===== src/api_frame_deframer_top_assert.svh =====
// Assertion macros shared by the deframer RTL modules.
// Needs nothing else; each use names the clock and the active-low reset.
`ifndef API_FRAME_DEFRAMER_TOP_ASSERT_SVH
`define API_FRAME_DEFRAMER_TOP_ASSERT_SVH

// Same-cycle implication, disabled while reset is low
`define AFD_ASSERT_IMPL(label, clk, rst_n, ante, cons) \
    label: assert property (@(posedge clk) disable iff (!(rst_n)) (ante) |-> (cons)) \
        else $error("deframer assertion failed (same cycle)");

// Next-cycle implication, disabled while reset is low
`define AFD_ASSERT_NEXT(label, clk, rst_n, ante, cons) \
    label: assert property (@(posedge clk) disable iff (!(rst_n)) (ante) |=> (cons)) \
        else $error("deframer assertion failed (next cycle)");

`endif


===== src/afd_pkg.sv =====
// Types and constants of the API frame deframer.
// No dependencies; used by the interfaces, the parser and the top level.
package afd_pkg;

    typedef logic [7:0]  t_byte;
    typedef logic [16:0] t_count;

    localparam t_byte  DELIM_BYTE     = 8'h7E;
    localparam t_byte  ESC_BYTE       = 8'h7D;
    localparam t_byte  ESC_XOR        = 8'h20;
    localparam t_count FRAME_OVERHEAD = 17'd4;

    // One result from the parser for the accepted byte
    typedef struct packed {
        logic  valid;
        t_byte frame_byte;
        logic  first_of_frame;
        logic  last_of_frame;
    } t_result;

endpackage


===== src/afd_in_if.sv =====
// Input byte channel of the deframer: valid, ready and one raw byte.
// Depends on afd_pkg for the byte type.
interface afd_in_if;
    logic          valid;
    logic          ready;
    afd_pkg::t_byte rx_byte;

    modport source (output valid, output rx_byte, input ready);
    modport sink   (input valid, input rx_byte, output ready);
endinterface


===== src/afd_out_if.sv =====
// Output frame-byte channel of the deframer: valid, ready, byte and flags.
// Depends on afd_pkg for the byte type.
interface afd_out_if;
    logic           valid;
    logic           ready;
    afd_pkg::t_byte frame_byte;
    logic           first_of_frame;
    logic           last_of_frame;

    modport source (output valid, output frame_byte, output first_of_frame,
                    output last_of_frame, input ready);
    modport sink   (input valid, input frame_byte, input first_of_frame,
                    input last_of_frame, output ready);
endinterface


===== src/afd_parser.sv =====
// Frame parser: delimiter hunt, unescaping, length capture and byte count.
// Depends on afd_pkg and the assertion macro header.
module afd_parser (
    input  logic             i_clk,
    input  logic             i_rst_n,
    input  logic             i_accept,
    input  afd_pkg::t_byte   i_rx_byte,
    input  logic             i_escaped_mode,
    output afd_pkg::t_result o_result
);
    import afd_pkg::*;

    logic   r_in_frame, n_in_frame;
    logic   r_escape_pending, n_escape_pending;
    t_count r_byte_count, n_byte_count;
    t_byte  r_length_high, n_length_high;
    t_count r_frame_total, n_frame_total;
    logic   r_size_known, n_size_known;

    t_byte   w_data;
    t_count  w_count_inc;
    logic    w_last;
    t_result w_res;

    // Decode one accepted byte against the running frame state
    always_comb begin
        n_in_frame       = r_in_frame;
        n_escape_pending = r_escape_pending;
        n_byte_count     = r_byte_count;
        n_length_high    = r_length_high;
        n_frame_total    = r_frame_total;
        n_size_known     = r_size_known;
        w_data           = r_escape_pending ? (i_rx_byte ^ ESC_XOR) : i_rx_byte;
        w_count_inc      = r_byte_count + 17'd1;
        w_last           = 1'b0;
        w_res            = '{valid: 1'b0, frame_byte: w_data,
                             first_of_frame: 1'b0, last_of_frame: 1'b0};

        if (i_accept) begin
            if (!r_in_frame) begin
                // Hunt for the start delimiter, drop everything else
                if (i_rx_byte == DELIM_BYTE) begin
                    n_in_frame       = 1'b1;
                    n_escape_pending = 1'b0;
                    n_byte_count     = 17'd1;
                    n_length_high    = '0;
                    n_frame_total    = '0;
                    n_size_known     = 1'b0;
                    w_res.valid          = 1'b1;
                    w_res.frame_byte     = DELIM_BYTE;
                    w_res.first_of_frame = 1'b1;
                end
            end else if (i_escaped_mode && i_rx_byte == DELIM_BYTE) begin
                // Ignore a raw delimiter inside an escaped frame
            end else if (!r_escape_pending && i_escaped_mode && i_rx_byte == ESC_BYTE) begin
                n_escape_pending = 1'b1;
            end else begin
                // Pass one unescaped frame byte on
                n_escape_pending = 1'b0;
                if (r_byte_count == 17'd1) begin
                    n_length_high = w_data;
                end
                if (r_byte_count == 17'd2) begin
                    n_frame_total = t_count'({r_length_high, w_data}) + FRAME_OVERHEAD;
                    n_size_known  = 1'b1;
                end
                n_byte_count = w_count_inc;
                w_last       = n_size_known && (w_count_inc == n_frame_total);
                w_res.valid         = 1'b1;
                w_res.last_of_frame = w_last;
                if (w_last) begin
                    n_in_frame       = 1'b0;
                    n_escape_pending = 1'b0;
                    n_byte_count     = '0;
                    n_length_high    = '0;
                    n_frame_total    = '0;
                    n_size_known     = 1'b0;
                end
            end
        end
    end

    assign o_result = w_res;

    // Hold the frame state, clear it at reset
    always_ff @(posedge i_clk) begin
        if (!i_rst_n) begin
            r_in_frame       <= 1'b0;
            r_escape_pending <= 1'b0;
            r_byte_count     <= '0;
            r_length_high    <= '0;
            r_frame_total    <= '0;
            r_size_known     <= 1'b0;
        end else begin
            r_in_frame       <= n_in_frame;
            r_escape_pending <= n_escape_pending;
            r_byte_count     <= n_byte_count;
            r_length_high    <= n_length_high;
            r_frame_total    <= n_frame_total;
            r_size_known     <= n_size_known;
        end
    end

`include "api_frame_deframer_top_assert.svh"
    `AFD_ASSERT_IMPL(a_count_tracks_frame, i_clk, i_rst_n, 1'b1, r_in_frame == (r_byte_count != '0))
    `AFD_ASSERT_IMPL(a_count_below_total, i_clk, i_rst_n, r_size_known, r_byte_count < r_frame_total)
    `AFD_ASSERT_IMPL(a_escape_in_frame, i_clk, i_rst_n, r_escape_pending, r_in_frame)

endmodule


===== src/api_frame_deframer_top.sv =====
// Top level of the API frame deframer: configuration register, parser and
// output register. Depends on afd_pkg, afd_in_if, afd_out_if, afd_parser.
//
// Usage:
//   i_in   : raw serial bytes, one per transfer (valid/ready).
//   o_out  : frame bytes with first/last flags, one per transfer.
//   cfg    : i_cfg_valid/i_cfg_data write escaped_mode; o_cfg_ready is always
//            high, write only while no frame byte is in flight.
// Bytes before a 0x7E delimiter are dropped. The delimiter comes out flagged
// first; the byte that completes length+4 unescaped bytes comes out flagged
// last. In escaped mode 0x7D is dropped and the next byte is XORed with 0x20.
// Latency: a result is registered and appears on o_out in the cycle after its input transfer.
// Throughput: one byte per cycle unless o_out stalls, set by the single output register, which
// is refilled in the cycle it is taken. Dropped bytes give no result.
// Stall: while a result waits with o_out.ready low, i_in.ready is low; the
// result and the frame state hold.
// Reset (i_rst_n low, synchronous): back to delimiter hunt, escaped mode off,
// output empty.
module api_frame_deframer_top (
    input  logic      i_clk,
    input  logic      i_rst_n,
    afd_in_if.sink    i_in,
    afd_out_if.source o_out,
    input  logic      i_cfg_valid,
    input  logic      i_cfg_data,
    output logic      o_cfg_ready
);
    import afd_pkg::*;

    logic    r_escaped_mode;
    logic    r_out_valid;
    t_byte   r_out_byte;
    logic    r_out_first;
    logic    r_out_last;
    logic    w_in_ready;
    logic    w_accept;
    t_result w_result;

    // Take a byte whenever the output register is free or being emptied
    assign w_in_ready  = !r_out_valid || o_out.ready;
    assign w_accept    = i_in.valid && w_in_ready;
    assign i_in.ready  = w_in_ready;
    assign o_cfg_ready = 1'b1;

    // Hold the escape mode register
    always_ff @(posedge i_clk) begin
        if (!i_rst_n) begin
            r_escaped_mode <= 1'b0;
        end else if (i_cfg_valid) begin
            r_escaped_mode <= i_cfg_data;
        end
    end

    afd_parser u_parser (
        .i_clk          (i_clk),
        .i_rst_n        (i_rst_n),
        .i_accept       (w_accept),
        .i_rx_byte      (i_in.rx_byte),
        .i_escaped_mode (r_escaped_mode),
        .o_result       (w_result)
    );

    // Advance the output register
    always_ff @(posedge i_clk) begin
        if (!i_rst_n) begin
            r_out_valid <= 1'b0;
        end else if (w_in_ready) begin
            r_out_valid <= w_result.valid;
        end
    end

    // Load the result payload
    always_ff @(posedge i_clk) begin
        if (w_in_ready && w_result.valid) begin
            r_out_byte  <= w_result.frame_byte;
            r_out_first <= w_result.first_of_frame;
            r_out_last  <= w_result.last_of_frame;
        end
    end

    assign o_out.valid          = r_out_valid;
    assign o_out.frame_byte     = r_out_byte;
    assign o_out.first_of_frame = r_out_first;
    assign o_out.last_of_frame  = r_out_last;

`include "api_frame_deframer_top_assert.svh"
    `AFD_ASSERT_NEXT(a_result_lands, i_clk, i_rst_n, w_accept && w_result.valid, r_out_valid)
    `AFD_ASSERT_IMPL(a_first_is_delim, i_clk, i_rst_n, r_out_valid && r_out_first, r_out_byte == DELIM_BYTE)
    `AFD_ASSERT_IMPL(a_first_not_last, i_clk, i_rst_n, r_out_valid, !(r_out_first && r_out_last))

endmodule

===== src/flat_wrapper.sv =====
// flat-port wrapper written by rule: the top's interface ports become plain ports
module api_frame_deframer_top_flat import afd_pkg::*;
  (i_clk, i_rst_n, i_cfg_valid, i_cfg_data, o_cfg_ready, i_in_valid, i_in_rx_byte, i_in_ready, o_out_valid, o_out_frame_byte, o_out_first_of_frame, o_out_last_of_frame, o_out_ready);
  afd_in_if i_in_i ();
  afd_out_if o_out_i ();
  input  logic i_clk;
  input  logic i_rst_n;
  input  logic i_cfg_valid;
  input  logic i_cfg_data;
  output logic o_cfg_ready;
  input wire logic [$bits(i_in_i.valid)-1:0] i_in_valid;
  input wire logic [$bits(i_in_i.rx_byte)-1:0] i_in_rx_byte;
  output wire logic [$bits(i_in_i.ready)-1:0] i_in_ready;
  output wire logic [$bits(o_out_i.valid)-1:0] o_out_valid;
  output wire logic [$bits(o_out_i.frame_byte)-1:0] o_out_frame_byte;
  output wire logic [$bits(o_out_i.first_of_frame)-1:0] o_out_first_of_frame;
  output wire logic [$bits(o_out_i.last_of_frame)-1:0] o_out_last_of_frame;
  input wire logic [$bits(o_out_i.ready)-1:0] o_out_ready;
  assign i_in_i.valid = i_in_valid;
  assign i_in_i.rx_byte = i_in_rx_byte;
  assign i_in_ready = i_in_i.ready;
  assign o_out_valid = o_out_i.valid;
  assign o_out_frame_byte = o_out_i.frame_byte;
  assign o_out_first_of_frame = o_out_i.first_of_frame;
  assign o_out_last_of_frame = o_out_i.last_of_frame;
  assign o_out_i.ready = o_out_ready;
  api_frame_deframer_top u_core (.i_clk(i_clk), .i_rst_n(i_rst_n), .i_in(i_in_i), .o_out(o_out_i), .i_cfg_valid(i_cfg_valid), .i_cfg_data(i_cfg_data), .o_cfg_ready(o_cfg_ready));
endmodule

===== config.mk =====
export PLATFORM = sky130hd
export DESIGN_NAME = api_frame_deframer_top_flat
export DESIGN_NICKNAME = d
export VERILOG_FILES = /design/src/afd_pkg.sv /design/src/afd_in_if.sv /design/src/afd_out_if.sv /design/src/afd_parser.sv /design/src/api_frame_deframer_top.sv /design/src/flat_wrapper.sv
export VERILOG_INCLUDE_DIRS = /design/src /design/src/src
export SDC_FILE = /design/constraint.sdc
export NUM_CORES = 1
export LEC_CHECK = 0
export ABC_AREA = 1
export BUFFER_PORTS_ARGS = -buffer_cell sky130_fd_sc_hd__buf_2
export CAP_MARGIN = 10
export CORE_MARGIN = 2
export CORE_UTILIZATION = 55
export DETAILED_ROUTE_END_ITERATION = 8
export PLACE_DENSITY_LB_ADDON = 0.12
export SLEW_MARGIN = 30
export SYNTH_ARGS = -nofsm -noshare
export SYNTH_HDL_FRONTEND = slang
export SYNTH_SLANG_ARGS = --single-unit

===== constraint.sdc =====
create_clock -name i_clk -period 2.3 [get_ports i_clk]
set_input_delay 0.345 -clock i_clk [delete_from_list [all_inputs] [get_ports i_clk]]
set_output_delay 0.345 -clock i_clk [all_outputs]
set_load 0.1 [all_outputs]

Yosys cells after proc, flatten, opt, wreduce, memory -nomap -nowiden
Index checks and enable logic that the tools add are counted.

Word-level logic and storage cells: 88. Latch bits: 0. Flip-flop bits (word level): 57. Bits in read-only memories: 0. RAM bits: 0. Memories kept: 0. Input port bits: 14.

Div/mod/pow operators: 0. $mul: 0. Order comparisons: 0. Muxes and demuxes: 49. Equality and inequality tests: 8. Reductions and logical operators: 15. $add $sub $neg: 2. Bitwise logic cells: 3. Shift operators: 0.

Operators with widths (count): two-way mux 17 bit (15); two-way mux 8 bit (6); two-way mux 1 bit (24); adder 16 x 3 -> 17 bit, second input constant (1); adder 17 x 1 -> 17 bit, second input constant (1); == test 17 x 1 -> 1 bit, second input constant (1); == test 17 bit (1); == test 17 x 2 -> 1 bit, second input constant (1); == test 8 x 7 -> 1 bit, second input constant (2); two-way mux 11 bit (1); two-way mux 10 bit (1); two-way mux 9 bit (1); logical AND 1 bit (6); two-way mux 6 bit (1); AND reduction 5 bit (1); inequality test 2 bit, second input constant (2); AND reduction 4 bit (1); OR reduction 4 bit (1); inequality test 3 x 1 -> 1 bit, second input constant (1); NOT 1 bit (3); AND reduction 3 bit (1); logical NOT 1 bit (2); nonzero test 2 bit (1); OR reduction 2 bit (1); logical OR 1 bit (1).

Depth between registers and ports, before layout
Depth after elaboration: 15. Mapped depth: 21. Depth with buffers taken out: 20.

Modules after synthesis
Synthesis repeated with hierarchy kept, for this count alone.

Cell total of the unflattened synthesis: 656. Area total of the unflattened synthesis: 3988.8 um^2.

Modules (own cells, without submodules): afd_parser (area an instance 3582.2 um^2, cells each 631, instances 1, sequential area each 900.9 um^2); api_frame_deframer_top (area an instance 406.6 um^2, cells each 25, instances 1, sequential area each 340.3 um^2).

Worst setup path before layout
OpenSTA, ideal clock, no wires.

Kind: register -> register. Start point: register u_core.r_out_valid, in the netlist u_core.o_out.valid. End point: register u_core.u_parser.r_byte_count[6]. Data arrival time: 3.098 ns. Cell stages (with the launch flop): 14. Data required time: 2.226 ns. Setup time: 0.074 ns. Setup slack: -0.873 ns. Cell sequence: dfxtp_1 > nand2_1 > nand2_1 > inv_1 > nand2_1 > nor2_1 > inv_1 > nand2_1 > nand2_1 > clkinv_1 > nor2_1 > clkbuf_1 > nand2_1 > o21ai_0.

Longest elaborated chain between the ends: 4.

RTL lines: start, declared (RTL line api_frame_deframer_top.sv:31) `logic r_out_valid;`; start signal, assigned (RTL line api_frame_deframer_top.sv:68) `r_out_valid <= w_result.valid;`; logical NOT 1 bit (RTL line api_frame_deframer_top.sv:40) `assign w_in_ready = !r_out_valid || o_out.ready;`; logical OR 1 bit (RTL line api_frame_deframer_top.sv:40); named net i_in_ready (RTL line flat_wrapper.sv:13) `output wire logic [$bits(i_in_i.ready)-1:0] i_in_ready;`; logical AND 1 bit (RTL line api_frame_deframer_top.sv:41) `assign w_accept = i_in.valid && w_in_ready;`; AND reduction 4 bit (no line); end signal, assigned (RTL line afd_parser.sv:97) `r_byte_count <= n_byte_count;`; end, declared (RTL line afd_parser.sv:15) `t_count r_byte_count, n_byte_count;`.

The timed path passes the listed nets, and every way through them passes these cells. A chain may end at the register's enable or synchronous reset.

Worst setup path after layout
Start point: register u_core.u_parser.r_byte_count[1]. End point: register u_core.u_parser.r_length_high[1].

Longest elaborated chain between the ends: 12. Elaborated cells between the ends (all ways): 21. Classes of those cells: add/sub (1); eq/ne (4); mux (14); reduce/logical (2).

RTL lines: == test 17 x 2 -> 1 bit (RTL line afd_parser.sv:63) `if (r_byte_count == 17'd2) begin`; two-way mux 17 bit (RTL line afd_parser.sv:63); two-way mux 17 bit (RTL line afd_parser.sv:55) `end else if (!r_escape_pending && i_escaped_mode && i_rx_byte == ESC_BYTE) begin`; two-way mux 17 bit (RTL line afd_parser.sv:53) `end else if (i_escaped_mode && i_rx_byte == DELIM_BYTE) begin`; two-way mux 17 bit (RTL line afd_parser.sv:40) `if (!r_in_frame) begin`; two-way mux 17 bit (RTL line afd_parser.sv:39) `if (i_accept) begin`; == test 17 bit (RTL line afd_parser.sv:68) `w_last = n_size_known && (w_count_inc == n_frame_total);`; logical AND 1 bit (RTL line afd_parser.sv:68); two-way mux 8 bit (RTL line afd_parser.sv:71) `if (w_last) begin`; two-way mux 8 bit (RTL line afd_parser.sv:55); two-way mux 8 bit (RTL line afd_parser.sv:53); two-way mux 8 bit (RTL line afd_parser.sv:40); end signal, assigned (RTL line afd_parser.sv:98) `r_length_high <= n_length_high;`; end, declared (RTL line afd_parser.sv:16) `t_byte r_length_high, n_length_high;`.

Several ways; a longest one is shown, not always the timed one. The select of a mux whose other input is x is not followed.

==> impl_metrics.json <==
{
  "nFillCells": 364,
  "die_area_mm2": 0.00736,
  "yosys.area.top_type": "dfxtp_1",
  "syn-num-nets": 610,
  "worst_r2r_endpoint": "u_core.u_parser.r_length_high[1]",
  "irDropWorstVdd_mv": 0.417,
  "finalCritPeriodShare_pct": 115,
  "crit_path_top_delay_cell": "dfxtp_4",
  "initial_core_util_pct": 57.3,
  "cts.path.max_buffers": 2,
  "path_class": "flop to flop",
  "cp-startpoint": "u_core.u_parser.r_byte_count[1]",
  "gp_congestion": 0.910,
  "cts_buffers": 9,
  "ios": 27,
  "synth_most_common_cell": "nand2_1",
  "coreArea_mm2": 0.00642,
  "firstDrtPassIters": 9,
  "dp_slack_ns": -0.319,
  "required_ns": 2.55,
  "min_from": "i_cfg_valid",
  "synthMuxAreaShare_pct": 0,
  "min_to": "u_core.r_escaped_mode",
  "rsz0062_at_grt": "true",
  "cp.arrival_ns": 2.88,
  "setup_viol": 44,
  "vias": 4828,
  "io_buffers": 25,
  "clk_pin_slew_worst_paths_ns": 0.07,
  "drt_wl_total_um": 14600,
  "die-width_um": 85.8,
  "synth-edff-count": 10,
  "cap_viol_max_count": 0,
  "fin_skew_ns": 0.0148,
  "hold_viol_final": 0,
  "drive_gt1_share_pct": 37.1,
  "antenna_found_initial": 0,
  "critPathMaxFanout": 6,
  "drv_slew": 0,
  "r2r_setup_slack_ns": -0.33,
  "grt_pass1_wl_um": 20600,
  "wl_per_cell_um": 18.2,
  "die_y_um": 85.8,
  "crit_path_start_kind": "flop",
  "cts.root.buffer_cell": "clkbuf_8",
  "synth-seq-cells": 57,
  "period_needed_ns": 2.63,
  "synth-xor-area-share_pct": 1.91,
  "synth_compound_area_share_pct": 7.89,
  "synthAdderAreaFrac_pct": 1.36,
  "synth.area.top_cells": "dfxtp_1 26%, nand2_1 21%, inv_1 8.6%",
  "violations": "negative setup slack",
  "synth_top_family_by_area": "simple AND/OR/NAND/NOR gates",
  "rows": 29,
  "diodes": 0,
  "crit_path_frequent_cell": "nand2_2",
  "tns_ns": -11.93,
  "htree_levels": 3,
  "dp_hpwl_um": 8050,
  "hold_path.class": "input pin to flop",
  "drc": 0,
  "powerDensity_mw_per_mm2": 408,
  "synthCells": 592,
  "synth_common_cells": "203 x nand2_1, 84 x inv_1, 59 x nor2_1",
  "grt_max_degree": 28,
  "r2r_start": "u_core.u_parser.r_byte_count[1]",
  "rr_worst_depth": 16,
  "crit_path_end_kind": "flop",
  "slowest_delay_ns": 0.40,
  "cts_tree": "built",
  "vias_per_cell": 6.01,
  "drtAntennaViolNets": 0,
  "hold_depth": 2,
  "synthArstFlopShare_pct": 0,
  "netlist.area_leader.share_pct": 25.6,
  "area_delta_synth_final_pct": 47.0,
  "grt_pass1_vias": 4410,
  "ys_warn_count": 0,
  "grt_util_all_layers_pct": 36.0,
  "path_cells": "ha_4, nand2_4, nor2_4, xor2_2, nand3_2, nand2_2, nand2_1, nor2_1, nand3_1, nor2_4, nand3_4, buf_6, nand2_2, nand3_2, nand2_2, nor2_2",
  "fmax_mhz": 380,
  "ctsHoldBuffers": 0,
  "avgSynthCellArea_um2": 6.21,
  "nets": 739,
  "status": "finished, violations left",
  "yosys.area_share.simple_pct": 43.2,
  "numClockSinks": 57,
  "fin_ws_ns": -0.334,
  "synthesis.area_mm2": 0.00368,
  "yosysSeqAreaShare_pct": 33.8,
  "clk_latency_ns": 0.36,
  "ys_types": 33,
  "first_iter_violations": 657,
  "ys.flop_type": "dfxtp_1",
  "leakage_nw": 2.52,
  "gr-total-overflow": 0
}
-- how the worst max path moves through the flow --
stage | depth (start not counted) | slack, ns | end
5_1_grt | 16 | -0.37 | u_core.u_parser.r_length_high[1]
2_1_floorplan | 13 | 0.03 | u_core.u_parser.r_byte_count[6]
3_3_place_gp | 14 | -0.24 | u_core.u_parser.r_byte_count[3]
4_1_cts | 19 | -0.09 | u_core.u_parser.r_length_high[5]
6_report | 16 | -0.33 | u_core.u_parser.r_length_high[1]
3_5_place_dp | 20 | -0.32 | u_core.u_parser.r_length_high[1]
-- critical path, delay by kind of cell (launching register included) --
| kind | cells | cell delay (ns) |
|---|---|---|
| xor gates and xnor gates | 1 | 0.35 |
| adders and majority gates | 1 | 0.17 |
| buffers and inverters | 1 | 0.19 |
| DFF | 1 | 0.40 |
| and+or+nand+nor | 13 | 1.44 |
-- metrics by stage --
step	total power, W	util (%)	cells	hold slack, ns	cell area (µm²)
floorplan	0.00110	-	592	0.419	3690
global placement	0.00116	71.1	770	0.432	4560
detailed placement	0.00116	71.1	770	0.440	4560
CTS	0.00217	79.7	795	0.174	5120
global route	0.00225	84.2	803	0.166	5410
finish	0.00220	84.2	803	0.163	5410
-- layout make-up --
class | count | area, µm² | share of cell area [%]
Sequential cell | 57 | 1260 | 23.2
Timing Repair Buffer | 135 | 1060 | 19.6
Clock buffer | 9 | 124 | 2.29
Inverter | 89 | 339 | 6.27
Multi-Input combinational cell | 429 | 2450 | 45.2
Clock inverter | 7 | 85.1 | 1.57
Tap cell | 77 | 96.3 | 1.78
-- registers in the layout, summed over array words and instances (netlist names) --
name and cells:
u_core.o_out.last_of_frame 1, u_core.u_parser.r_size_known 1, u_core.u_parser.r_length_high 8, u_core.u_parser.r_byte_count 17
u_core.o_out.first_of_frame 1, u_core.u_parser.r_escape_pending 1, u_core.r_escaped_mode 1, u_core.o_out.frame_byte 8
u_core.u_parser.r_frame_total 17, u_core.u_parser.r_in_frame 1, u_core.o_out.valid 1
-- cells in the final DEF, fill, tap and decap left out, types with 8 or more instances in the layout --
master,synthesis,routed
a21oi_1,12,10
buf_2,4,25
buf_4,3,95
buf_6,2,9
clkbuf_8,0,9
dfxtp_1,47,39
edfxtp_1,10,10
inv_1,84,81
nand2_1,203,158
nand2_2,6,42
nand2_4,2,9
nand3_1,57,47
nand3_2,1,9
nand4_1,17,17
nor2_1,59,43
nor2_2,6,14
nor2_4,3,11
o21ai_0,14,8
o21ai_1,3,8
o22ai_1,21,21
-- cells by family (layout without fill, tap and decap cells) --
logic type | after synthesis | after routing
adder cells (fa/ha/maj) | 4 | 4
AO/OA/AOI/OAI | 52 | 52
flip-flops | 57 | 57
AND/OR/NAND/NOR | 363 | 364
other | 1 | 1
buffers and inverters | 107 | 240
XOR/XNOR | 8 | 8
-- timing repair --
item | CTS | global route
resized for setup | 71 | 67
cloned | 2 | 0
setup endpoints to repair | 44 | 46
buffers inserted | 7 | 8
pin swaps | 33 | 23
-- metal layers --
| metal | global-route usage [%] | part of all wire, % | up-vias |
|---|---|---|---|
| met5 | 0 | 0 | - |
| met1 | 44.6 | 37 | 2176 |
| met4 | 19.8 | 7.2 | 0 |
| met2 | 59.3 | 45 | 390 |
| li1 | - | - | 2135 |
| met3 | 6.54 | 11 | 127 |
-- where the power goes --
group          switching, W  internal [W]
combinational     0.0000872     0.0000495
sequential       0.00000207       0.00101
clock              0.000454      0.000598
Note: power is estimated with default switching activity, not from simulation.
